`src/sv/mbsd_pkg.sv`:
```
package mbsd_pkg;

    // Command codes: bits 6:4 of a channel status byte.
    localparam logic [2:0] CMD_NOTE_OFF  = 3'd0;
    localparam logic [2:0] CMD_NOTE_ON   = 3'd1;
    localparam logic [2:0] CMD_POLY_AT   = 3'd2;
    localparam logic [2:0] CMD_CTRL      = 3'd3;
    localparam logic [2:0] CMD_PROGRAM   = 3'd4;
    localparam logic [2:0] CMD_CHAN_AT   = 3'd5;
    localparam logic [2:0] CMD_BEND      = 3'd6;

    // Message kinds on the result stream.
    localparam logic [2:0] KIND_NOTE_OFF = 3'd0;
    localparam logic [2:0] KIND_NOTE_ON  = 3'd1;
    localparam logic [2:0] KIND_CTRL     = 3'd2;
    localparam logic [2:0] KIND_PROGRAM  = 3'd3;
    localparam logic [2:0] KIND_BEND     = 3'd4;

    // Byte class boundaries.
    localparam logic [7:0] RT_FIRST      = 8'hF8;
    localparam logic [7:0] SYS_FIRST     = 8'hF0;

    // Controller numbers with special meaning.
    localparam logic [6:0] CC_VOL_FIRST  = 7'd1;
    localparam logic [6:0] CC_VOL_LAST   = 7'd4;
    localparam logic [6:0] CC_EXPR_BEND  = 7'd11;

    localparam int QUEUE_DEPTH = 2;

    // One complete channel message handed from the parser to the decoder.
    typedef struct packed {
        logic [2:0] cmd;
        logic [3:0] channel;
        logic [6:0] d1;
        logic [6:0] d2;
    } t_msg;

    // Decoded result fields.
    typedef struct packed {
        logic [2:0]  kind;
        logic [3:0]  channel;
        logic [6:0]  first_data;
        logic [6:0]  second_data;
        logic [13:0] bend_value;
        logic        bend_active;
        logic [3:0]  volume_level;
    } t_result;

    // value * 15 / 127, truncated, by a reciprocal multiply with one correction step.
    function automatic logic [3:0] vol_scale(input logic [6:0] value);
        logic [10:0] v;
        logic [17:0] prod;
        logic [3:0]  q0;
        logic [10:0] rem;
        v    = {value, 4'b0000} - {4'b0000, value};
        prod = {7'd0, v} * 18'd129;
        q0   = prod[17:14];
        rem  = v - ({7'd0, q0} * 11'd127);
        if (rem >= 11'd127) begin
            vol_scale = q0 + 4'd1;
        end else begin
            vol_scale = q0;
        end
    endfunction

endpackage

```
`src/sv/mbsd_front.sv`:
```
module mbsd_front (
    input  logic                i_clk,
    input  logic                i_rst_n,
    input  logic                i_valid,
    input  logic [7:0]          i_byte,
    output logic                o_ready,
    output logic                o_push,
    output mbsd_pkg::t_msg      o_msg,
    input  logic                i_queue_ready
);
    import mbsd_pkg::*;

    logic [7:0] r_running_status, n_running_status;
    logic [6:0] r_held_d1, n_held_d1;
    logic [6:0] r_held_d2, n_held_d2;
    logic [1:0] r_data_count, n_data_count;
    logic [1:0] r_needed_count, n_needed_count;

    logic       accept;
    logic [1:0] cnt_inc;
    logic [2:0] cmd;

    // The parser stalls only when the queue cannot take another message.
    assign o_ready = i_queue_ready;
    assign accept  = i_valid && i_queue_ready;
    assign cnt_inc = r_data_count + 2'd1;
    assign cmd     = r_running_status[6:4];

    // Byte classification and message assembly.
    always_comb begin
        n_running_status = r_running_status;
        n_held_d1        = r_held_d1;
        n_held_d2        = r_held_d2;
        n_data_count     = r_data_count;
        n_needed_count   = r_needed_count;
        o_push           = 1'b0;
        o_msg.cmd        = cmd;
        o_msg.channel    = r_running_status[3:0];
        o_msg.d1         = r_held_d1;
        o_msg.d2         = r_held_d2;
        if (accept) begin
            if (i_byte >= RT_FIRST) begin
                // Realtime bytes leave everything alone.
            end else if (i_byte >= SYS_FIRST) begin
                n_running_status = '0;
                n_data_count     = '0;
                n_needed_count   = '0;
            end else if (i_byte[7]) begin
                n_running_status = i_byte;
                n_data_count     = '0;
                case (i_byte[6:4]) inside
                    CMD_NOTE_OFF, CMD_NOTE_ON, CMD_CTRL, CMD_BEND: n_needed_count = 2'd2;
                    CMD_PROGRAM:                                   n_needed_count = 2'd1;
                    default:                                       n_needed_count = 2'd0;
                endcase
            end else if (r_running_status != 8'd0) begin
                if (cnt_inc == 2'd1) begin
                    n_held_d1 = i_byte[6:0];
                end else if (cnt_inc == 2'd2) begin
                    n_held_d2 = i_byte[6:0];
                end
                o_msg.d1 = n_held_d1;
                o_msg.d2 = n_held_d2;
                if (cnt_inc >= r_needed_count) begin
                    n_data_count = '0;
                    // Aftertouch closes a message that yields nothing.
                    case (cmd) inside
                        CMD_NOTE_OFF, CMD_NOTE_ON, CMD_CTRL, CMD_PROGRAM, CMD_BEND:
                            o_push = 1'b1;
                        default:
                            o_push = 1'b0;
                    endcase
                end else begin
                    n_data_count = cnt_inc;
                end
            end
        end
    end

    // Parser state registers.
    always_ff @(posedge i_clk) begin
        if (!i_rst_n) begin
            r_running_status <= '0;
            r_held_d1        <= '0;
            r_held_d2        <= '0;
            r_data_count     <= '0;
            r_needed_count   <= '0;
        end else begin
            r_running_status <= n_running_status;
            r_held_d1        <= n_held_d1;
            r_held_d2        <= n_held_d2;
            r_data_count     <= n_data_count;
            r_needed_count   <= n_needed_count;
        end
    end

endmodule

```
`src/sv/mbsd_queue.sv`:
```
module mbsd_queue (
    input  logic                i_clk,
    input  logic                i_rst_n,
    input  logic                i_push,
    input  mbsd_pkg::t_msg      i_msg,
    output logic                o_ready,
    input  logic                i_pop,
    output logic                o_valid,
    output mbsd_pkg::t_msg      o_msg
);
    import mbsd_pkg::*;

    localparam int PTR_W = $clog2(QUEUE_DEPTH);
    localparam int CNT_W = $clog2(QUEUE_DEPTH + 1);

    t_msg             r_mem [QUEUE_DEPTH];
    logic [PTR_W-1:0] r_wr_ptr;
    logic [PTR_W-1:0] r_rd_ptr;
    logic [CNT_W-1:0] r_count;
    logic             do_push;
    logic             do_pop;

    assign o_ready = (r_count != CNT_W'(QUEUE_DEPTH));
    assign o_valid = (r_count != '0);
    assign o_msg   = r_mem[r_rd_ptr];
    assign do_push = i_push && o_ready;
    assign do_pop  = i_pop && o_valid;

    // Storage for queued messages.
    always_ff @(posedge i_clk) begin
        if (do_push) begin
            r_mem[r_wr_ptr] <= i_msg;
        end
    end

    // Pointers and fill count.
    always_ff @(posedge i_clk) begin
        if (!i_rst_n) begin
            r_wr_ptr <= '0;
            r_rd_ptr <= '0;
            r_count  <= '0;
        end else begin
            if (do_push) begin
                r_wr_ptr <= (r_wr_ptr == PTR_W'(QUEUE_DEPTH - 1)) ? '0 : r_wr_ptr + 1'b1;
            end
            if (do_pop) begin
                r_rd_ptr <= (r_rd_ptr == PTR_W'(QUEUE_DEPTH - 1)) ? '0 : r_rd_ptr + 1'b1;
            end
            case ({do_push, do_pop})
                2'b10:   r_count <= r_count + 1'b1;
                2'b01:   r_count <= r_count - 1'b1;
                default: r_count <= r_count;
            endcase
        end
    end

    // The fill count never passes the depth.
    a_count_bound: assert property (@(posedge i_clk) disable iff (!i_rst_n)
        r_count <= CNT_W'(QUEUE_DEPTH))
        else $error("queue fill count above depth");

    // A push that the queue takes while not popping raises the count by one.
    a_count_push: assert property (@(posedge i_clk) disable iff (!i_rst_n)
        (do_push && !do_pop) |=> (r_count == $past(r_count) + 1'b1))
        else $error("queue count did not follow a push");

endmodule

```
`src/sv/mbsd_back.sv`:
```
module mbsd_back (
    input  logic                i_clk,
    input  logic                i_rst_n,
    input  logic                i_valid,
    input  mbsd_pkg::t_msg      i_msg,
    output logic                o_pop,
    output logic                o_valid,
    output mbsd_pkg::t_result   o_result,
    input  logic                i_ready
);
    import mbsd_pkg::*;

    logic    r_valid;
    t_result r_result;
    t_result n_result;
    logic    load;

    // Take the next message whenever the output register is empty or being drained.
    assign load     = i_valid && (!r_valid || i_ready);
    assign o_pop    = load;
    assign o_valid  = r_valid;
    assign o_result = r_result;

    // Field decode of one message.
    always_comb begin
        n_result.kind         = KIND_NOTE_OFF;
        n_result.channel      = i_msg.channel;
        n_result.first_data   = i_msg.d1;
        n_result.second_data  = i_msg.d2;
        n_result.bend_value   = '0;
        n_result.bend_active  = 1'b0;
        n_result.volume_level = '0;
        case (i_msg.cmd)
            CMD_NOTE_OFF: n_result.kind = KIND_NOTE_OFF;
            CMD_NOTE_ON: begin
                n_result.kind = (i_msg.d2 == 7'd0) ? KIND_NOTE_OFF : KIND_NOTE_ON;
            end
            CMD_CTRL: begin
                n_result.kind = KIND_CTRL;
                if (i_msg.d1 >= CC_VOL_FIRST && i_msg.d1 <= CC_VOL_LAST) begin
                    n_result.volume_level = vol_scale(i_msg.d2);
                end else if (i_msg.d1 == CC_EXPR_BEND) begin
                    // (value - 64) * 128 is the value with its top bit flipped, shifted.
                    n_result.bend_value  = {~i_msg.d2[6], i_msg.d2[5:0], 7'd0};
                    n_result.bend_active = 1'b1;
                end
            end
            CMD_PROGRAM: n_result.kind = KIND_PROGRAM;
            CMD_BEND: begin
                n_result.kind        = KIND_BEND;
                // Subtracting 8192 from a 14-bit value flips its top bit.
                n_result.bend_value  = {~i_msg.d2[6], i_msg.d2[5:0], i_msg.d1};
                n_result.bend_active = 1'b1;
            end
            default: n_result.kind = KIND_NOTE_OFF;
        endcase
    end

    // Output register payload.
    always_ff @(posedge i_clk) begin
        if (load) begin
            r_result <= n_result;
        end
    end

    // Output register valid flag.
    always_ff @(posedge i_clk) begin
        if (!i_rst_n) begin
            r_valid <= 1'b0;
        end else if (load) begin
            r_valid <= 1'b1;
        end else if (i_ready) begin
            r_valid <= 1'b0;
        end
    end

    // A bend value is only flagged for pitch bend and control change results.
    a_bend_kind: assert property (@(posedge i_clk) disable iff (!i_rst_n)
        (r_valid && r_result.bend_active) |->
            (r_result.kind == KIND_BEND || r_result.kind == KIND_CTRL))
        else $error("bend flagged on a wrong message kind");

    // A volume level only comes with a control change that has no bend.
    a_vol_kind: assert property (@(posedge i_clk) disable iff (!i_rst_n)
        (r_valid && r_result.volume_level != 4'd0) |->
            (r_result.kind == KIND_CTRL && !r_result.bend_active))
        else $error("volume level on a wrong message");

endmodule

```
`src/sv/midi_byte_stream_message_decoder_core.sv`:
```
// A byte that completes a message passes the parser-to-queue and then the queue-to-output
// register before its result shows on the master side.
// Throughput: one byte per cycle; the two-entry message queue and the output register let
// the parser keep taking bytes while a result waits, and it stalls only when the queue is full.
// Reset (synchronous, active low) clears running status, data counts, the queue and output.
module midi_byte_stream_message_decoder_core (
    input  logic        i_clk,
    input  logic        i_rst_n,
    input  logic        s_axis_tvalid,
    output logic        s_axis_tready,
    input  logic [7:0]  s_axis_tdata,   // [7:0] rx_byte
    output logic        m_axis_tvalid,
    input  logic        m_axis_tready,
    output logic [39:0] m_axis_tdata,   // [3:0] channel, [10:4] first_data, [17:11] second_data,
                                        // [31:18] bend_value, [35:32] volume_level, [39:36] zero
    output logic [3:0]  m_axis_tuser    // [2:0] msg_kind, [3] bend_active
);
    import mbsd_pkg::*;

    logic    front_push;
    t_msg    front_msg;
    logic    queue_ready;
    logic    queue_valid;
    t_msg    queue_msg;
    logic    back_pop;
    t_result result;

    // Byte parser with running status.
    mbsd_front u_front (
        .i_clk         (i_clk),
        .i_rst_n       (i_rst_n),
        .i_valid       (s_axis_tvalid),
        .i_byte        (s_axis_tdata),
        .o_ready       (s_axis_tready),
        .o_push        (front_push),
        .o_msg         (front_msg),
        .i_queue_ready (queue_ready)
    );

    // Message queue between parser and decoder.
    mbsd_queue u_queue (
        .i_clk   (i_clk),
        .i_rst_n (i_rst_n),
        .i_push  (front_push),
        .i_msg   (front_msg),
        .o_ready (queue_ready),
        .i_pop   (back_pop),
        .o_valid (queue_valid),
        .o_msg   (queue_msg)
    );

    // Message decoder and output register.
    mbsd_back u_back (
        .i_clk    (i_clk),
        .i_rst_n  (i_rst_n),
        .i_valid  (queue_valid),
        .i_msg    (queue_msg),
        .o_pop    (back_pop),
        .o_valid  (m_axis_tvalid),
        .o_result (result),
        .i_ready  (m_axis_tready)
    );

    // Pack the result onto the master side.
    assign m_axis_tdata = {4'd0, result.volume_level, result.bend_value, result.second_data,
                           result.first_data, result.channel};
    assign m_axis_tuser = {result.bend_active, result.kind};

endmodule

```
`config.mk`:
```
export PLATFORM = sky130hd
export DESIGN_NAME = midi_byte_stream_message_decoder_core
export DESIGN_NICKNAME = d
export VERILOG_FILES = /design/src/sv/mbsd_pkg.sv /design/src/sv/mbsd_front.sv /design/src/sv/mbsd_queue.sv /design/src/sv/mbsd_back.sv /design/src/sv/midi_byte_stream_message_decoder_core.sv
export SDC_FILE = /design/constraint.sdc
export NUM_CORES = 1
export LEC_CHECK = 0
export BUFFER_PORTS_ARGS = -buffer_cell sky130_fd_sc_hd__clkbuf_2
export CAP_MARGIN = 5
export CORE_MARGIN = 1.5
export CORE_UTILIZATION = 40
export DETAILED_ROUTE_END_ITERATION = 16
export PLACE_DENSITY = 0.63
export RECOVER_POWER = 50
export SYNTH_ARGS = -nofsm -noshare
export SYNTH_HDL_FRONTEND = slang
export SYNTH_SLANG_ARGS = --single-unit
```
`constraint.sdc`:
```
create_clock -name i_clk -period 9.9 [get_ports i_clk]
set_input_delay 0 -clock i_clk [delete_from_list [all_inputs] [get_ports i_clk]]
set_output_delay 0 -clock i_clk [all_outputs]
set_load 0.02 [all_outputs]
```
==> flow_summary.toml, run 1 <==
[detailed_routing]
dr_total_vias = 3977
antenna_left = 0
route.detailed.drc = 0
drt_first_iter_violations = 228
wl_per_cell_um = 14.9
viasPerCell = 5.03
wirelength_mm = 11.8
dr.pass1.iters = 4

[floorplanning]
die_area_um2 = 15700
coreArea_um2 = 14500
start_util_pct = 41.1
die_h_um = 125
ios = 58
num_rows = 44
die_w_um = 125

[logic_synthesis]
async_reset_ff_share_pct = 0
synth_compound_area_share_pct = 8.26
avgSynthCellArea_um2 = 11.6
synth_simple_gate_area_share_pct = 14.4
synth_edf_count = 82
netlist_instances = 516
synth_fa_ha_area_share_pct = 11.7
synthDistinctLibCells = 58
yosys_warnings = 0
ys_seq_area_share_pct = 52.0
synth_top_family_by_area = "simple AND/OR/NAND/NOR gates"
muxShareOfSynthArea_pct = 5.66
synth_xor_area_share_pct = 3.52
synth-seq-cells = 114
synthFlopType = "edfxtp_1"
synth_area_um2 = 5970

[clock_tree]
cts_buffer_depth = 2
h-tree-depth = 4
clock_tree.root_cell = "clkbuf_16"
cts_setup_buffers = 0
path_clk_slew_ns = 0.05
cts_buffers = 17
cts_tree = "built"
clk_latency_ns = 0.40
cts_sinks = 114

[run_status]
status = "finished, violations left"
violations = "max-capacitance violations, max-slew violations"

[critical_path]
arrival_ns = 9.33
crit_slowest_cell = "fa_1"
worstSetupEndpointType = "register"
critPathMaxStageDelay_ns = 0.53
path_common_cell = "ha_1"
crit_type = "reg -> reg"
path_max_fanout = 12
required_ns = 10.04
start_kind = "register"

[place]
place_congestion = 0.810
hpwlAfterDp_mm = 8.64
portBuffers = 53

[timing]
setup_viol = 0
slew_headroom_pct = -59.6
layout_min_cycle_time_ns = 9.18
clock_skew_ns = 0.00704
rsz0062_at_grt = "no"
timing.setup.tns_ns = 0
slew_viol_final = 43
hold_viol = 0
fin_crit_sh_pct = 92.8
max_freq_mhz = 109
worst_slew_pin_slew_ns = 2.39

[layout]
drive_gt1_share_pct = 10.7
mostFrequentLayoutCell = "edfxtp_1"
fillers = 1333
syn_to_final_growth_pct = 17.5
multiInputGateArea_um2 = 2620
nets = 655
final_cell_mix = "edfxtp_1, inv_1, clkbuf_1"
num_antenna_cells = 0
register_area_um2 = 3100

[worst_hold_path]
hp-class = "in -> reg"

[global_routing]
antenna_found_initial = 0
grt_pass1_vias = 3935
grt_pass1_wl_mm = 19.5
grt_start_max_net_pins = 43
grt-ovfl-total = 0
track_usage_pct = 15.8

[run]
drv_cap = 1
-- worst paths after layout --
check / cells past startpoint / start / to / slack (ns)
min: 3 / m_axis_tready / u_back.o_valid / 0.02
max reg2reg: 36 / register / u_back.o_result[3] / 0.72
max: 36 / register / u_back.o_result[3] / 0.72
min reg2reg: 2 / u_front.r_needed_count[0] / u_front.r_needed_count[0] / 0.47
-- state kept, by name, indices dropped and copies added, names as in the netlist, named ones only --
name,flops
u_back.o_result,40
u_back.o_valid,1
u_front.r_data_count,2
u_front.r_held_d1,7
u_front.r_held_d2,7
u_front.r_needed_count,2
u_front.r_running_status,8
u_queue.r_count,2
u_queue.r_mem,42
u_queue.r_rd_ptr,1
u_queue.r_wr_ptr,1
-- through the flow --
step	worst slack [ns]	hold WS, ns	util (%)	cell area (um^2)	instances
after floorplan	1.39	0.158	-	5980	519
after global placement	0.921	0.288	44.5	6470	751
after detailed placement	0.530	0.283	44.5	6470	751
after CTS	0.519	0.0104	48.8	7090	790
after global routing	0.0973	0.0201	48.3	7020	790
final	0.718	0.0232	48.3	7020	790
-- timing repair --
item,in CTS,in global routing
resized for setup,0,1
hold buffers,7,0
hold endpoints to repair,10,0
endpoints found under the setup margin,0,4
-- cells in the mapped netlist (2+ instances only) --
master,n,area (um^2)
edfxtp_1,82,2460
inv_1,51,191
ha_1,40,500
nor2_1,38,143
dfxtp_1,32,641
nand2_1,28,105
a21oi_1,19,95.1
and2_1,19,119
xnor2_1,18,158
mux2_2,17,191
nand3_1,15,75.1
a21boi_0,11,82.6
mux2i_1,11,110
fa_1,10,200
nor3_1,9,45.0
o21ai_0,9,45.0
nor2b_1,8,50.1
nor3b_1,8,60.1
and3_1,7,43.8
clkbuf_1,7,26.3
nor4_1,7,43.8
xor2_1,6,52.6
nand4_1,5,31.3
a21o_1,4,30.0
buf_4,4,30.0
nand2b_1,4,25.0
nor4b_1,4,35.0
nand3b_1,3,22.5
o31a_1,3,26.3
or3_1,3,18.8
a211oi_1,2,15.0
a32oi_1,2,17.5
o21bai_1,2,15.0
o31ai_1,2,15.0
o32a_1,2,20.0
or2_2,2,12.5
-- cell families (layout without fill, tap and decap cells) --
family | count (synthesis) | after routing
compound gates | 70 | 70
xor+xnor | 24 | 24
fa+ha+maj | 50 | 50
buf+inv | 64 | 151
flops | 114 | 114
mux | 30 | 30
other cells | 1 | 4
simple gates | 163 | 163
-- layer usage --
metal,up-vias,global-route usage (%),share of wire [%]
met5,-,0,0
met1,1894,21.1,47
met2,88,25.1,47
li1,1988,-,-
met4,0,4.34,0.70
met3,7,4.54,5.2
-- critical path: cells and delay by family, from the launching register on --
family | cells | cell delay [ns]
adders and majority gates | 9 | 3.01
and+or+nand+nor | 13 | 2.45
AOI/OAI and AO/OA | 5 | 1.23
buffers and inverters | 6 | 0.87
xor gates and xnor gates | 2 | 0.65
DFF | 1 | 0.50
muxes | 1 | 0.22
-- cell type report --
| cell class | count | area share (%) |
|---|---|---|
| sequential | 114 | 44.2 |
| multi-input combinational | 341 | 37.3 |
| clock buffer | 19 | 6.17 |
| timing repair buffer | 67 | 4.51 |
| tap | 184 | 3.28 |
| inverter | 52 | 2.78 |
| clock inverter | 13 | 1.69 |
Power of run 1 is not shown: default switching activity piles up to over one toggle a cycle in this logic, so the estimate is an artifact.
==> run 2, diff against run 1 <==
- BUFFER_PORTS_ARGS: -buffer_cell sky130_fd_sc_hd__clkbuf_2 -> default
- DONT_BUFFER_PORTS: default -> 1
- PLACE_DENSITY: 0.63 -> 0.59
==> run 2 against run 1 <==
The flow still finishes with violations (max-capacitance violations, max-slew violations). Sequential cell count did not move. Critical path type unchanged. Highest routed layer unchanged. Clock skew rose by 0.014 ns. Core utilization down 1.1 points. Die area is the same. Largest cell class unchanged. Register-to-register slack better by 0.03 ns. First-iteration DRC count is 18% higher. Non-clock buffer count shrank 49. Clock-buffer cell count is 3 higher. Via count down 3.3%. Global-route usage decreased by 0.052 points. Worst hold slack worse by 0.0061 ns. Worst setup slack improved by 0.028 ns.
==> flow_summary.toml, run 2 (same netlist as run 1, synthesis figures left out) <==
[worst_hold_path]
hp-class = "in -> reg"
hold_end = "u_front.r_running_status[5]"
min_path_cells = 3
min_from = "s_axis_tdata[7]"

[critical_path]
path_max_fanout = 16
path_common_cell = "ha_1"
rr_worst_depth = 35
crit_type = "reg -> reg"
required_ns = 10.04
worstSetupEndpointType = "register"
reg2reg_slack_ns = 0.75
crit_slowest_cell = "dfxtp_2"
critPathMaxStageDelay_ns = 0.59
arrival_ns = 9.30
reg2reg_to = "u_back.o_result[2]"
start_kind = "register"

[layout]
regMostFlops = "u_queue.r_mem"
syn_to_final_growth_pct = 14.9
final_cell_mix = "edfxtp_1, inv_1, ha_1"
drive_gt1_share_pct = 10.2
num_antenna_cells = 0
nets = 606
largest_reg_flops = 42
fillers = 1331
mostFrequentLayoutCell = "edfxtp_1"
layout.cells.non_filler = 741

[global_routing]
grt_start_max_net_pins = 43
grt_pass1_wl_mm = 19.2
grt_pass1_vias = 3843
track_usage_pct = 15.7
antenna_found_initial = 0
grt-ovfl-total = 0

[clock_tree]
path_clk_slew_ns = 0.05
cts_sinks = 114
clock_tree.root_cell = "clkbuf_16"
h-tree-depth = 4
clk_latency_ns = 0.41
cts_tree = "built"
cts_buffer_depth = 2
cts_buffers = 17

[floorplanning]
die_w_um = 125
ios = 58
die_area_um2 = 15700
num_rows = 44
coreArea_um2 = 14500
die_h_um = 125
start_util_pct = 41.1

[detailed_routing]
antenna_left = 0
dr.pass1.iters = 5
wl_per_cell_um = 15.7
drt_first_iter_violations = 268
route.detailed.drc = 0
viasPerCell = 5.19
wirelength_mm = 11.7
dr_total_vias = 3846

[timing]
slew_viol_final = 43
timing.setup.tns_ns = 0
hold_ws_ns = 0.0171
hold_viol = 0
slew_headroom_pct = -53.9
setup_ws_ns = 0.745
worst_slew_pin_slew_ns = 2.31
fin_crit_sh_pct = 92.5
rsz0062_at_grt = "no"
setup_viol = 0
layout_min_cycle_time_ns = 9.15
clock_skew_ns = 0.0207
max_freq_mhz = 109

[place]
place_congestion = 0.847
portBuffers = 0
hpwlAfterDp_mm = 8.48
dp.cells = 698
dpl_worst_slack_ns = 0.421

[run_status]
status = "finished, violations left"
violations = "max-capacitance violations, max-slew violations"

[run]
drv_cap = 1
run 2: cell type report:
type	instances	area, um^2	area share, %
multi-input cells	341	2620	38.2
clock buffers	22	474	6.92
repair buffers	18	151	2.21
well taps	184	230	3.36
clock inverters	10	83.8	1.22
flip-flops and latches	114	3100	45.3
inverters	52	195	2.85
run 2: how the worst max path moves through the flow:
stage	start	endpoint	slack (ns)	cells past startpoint
detailed placement	register	u_back.o_result[2]	0.42	35
global route	register	u_back.o_result[3]	0.01	36
CTS	register	u_back.o_result[2]	0.41	35
global placement	register	u_back.o_result[3]	0.68	34
floorplan	register	u_back.o_result[2]	1.39	37
finish	register	u_back.o_result[2]	0.75	35
run 2: layer usage:
| layer | GRT usage [%] | vias to the layer above | wire [um] |
|---|---|---|---|
| li1 | - | 1909 | - |
| met3 | 5.82 | 17 | 709 |
| met1 | 20.2 | 1821 | 5480 |
| met2 | 23.9 | 99 | 5230 |
| met5 | 0 | - | 0 |
| met4 | 6.68 | 0 | 231 |
run 2: what timing repair did:
action,CTS,global route
gates resized for setup,0,1
buffers inserted,0,0
hold buffers,11,0
endpoints found under the setup margin,0,4
hold endpoints to repair,56,0
run 2: critical path: cells and delay by family, from the launching register on:
| kind | cells | cell delay (ns) |
|---|---|---|
| adder cells (fa/ha/maj) | 9 | 2.96 |
| AND/OR/NAND/NOR | 13 | 2.38 |
| AO/OA/AOI/OAI | 5 | 1.43 |
| XOR/XNOR | 2 | 0.62 |
| flip-flops | 1 | 0.59 |
| buffers and inverters | 5 | 0.48 |
| multiplexers | 1 | 0.41 |
run 2: through the flow:
| step | utilization [%] | area [um^2] |
|---|---|---|
| after floorplan | - | 5980 |
| after global placement | 42.7 | 6200 |
| after detailed placement | 42.7 | 6200 |
| after CTS | 47.3 | 6870 |
| after global routing | 47.2 | 6860 |
| final | 47.2 | 6860 |
Power of run 2 is left out for the same reason.
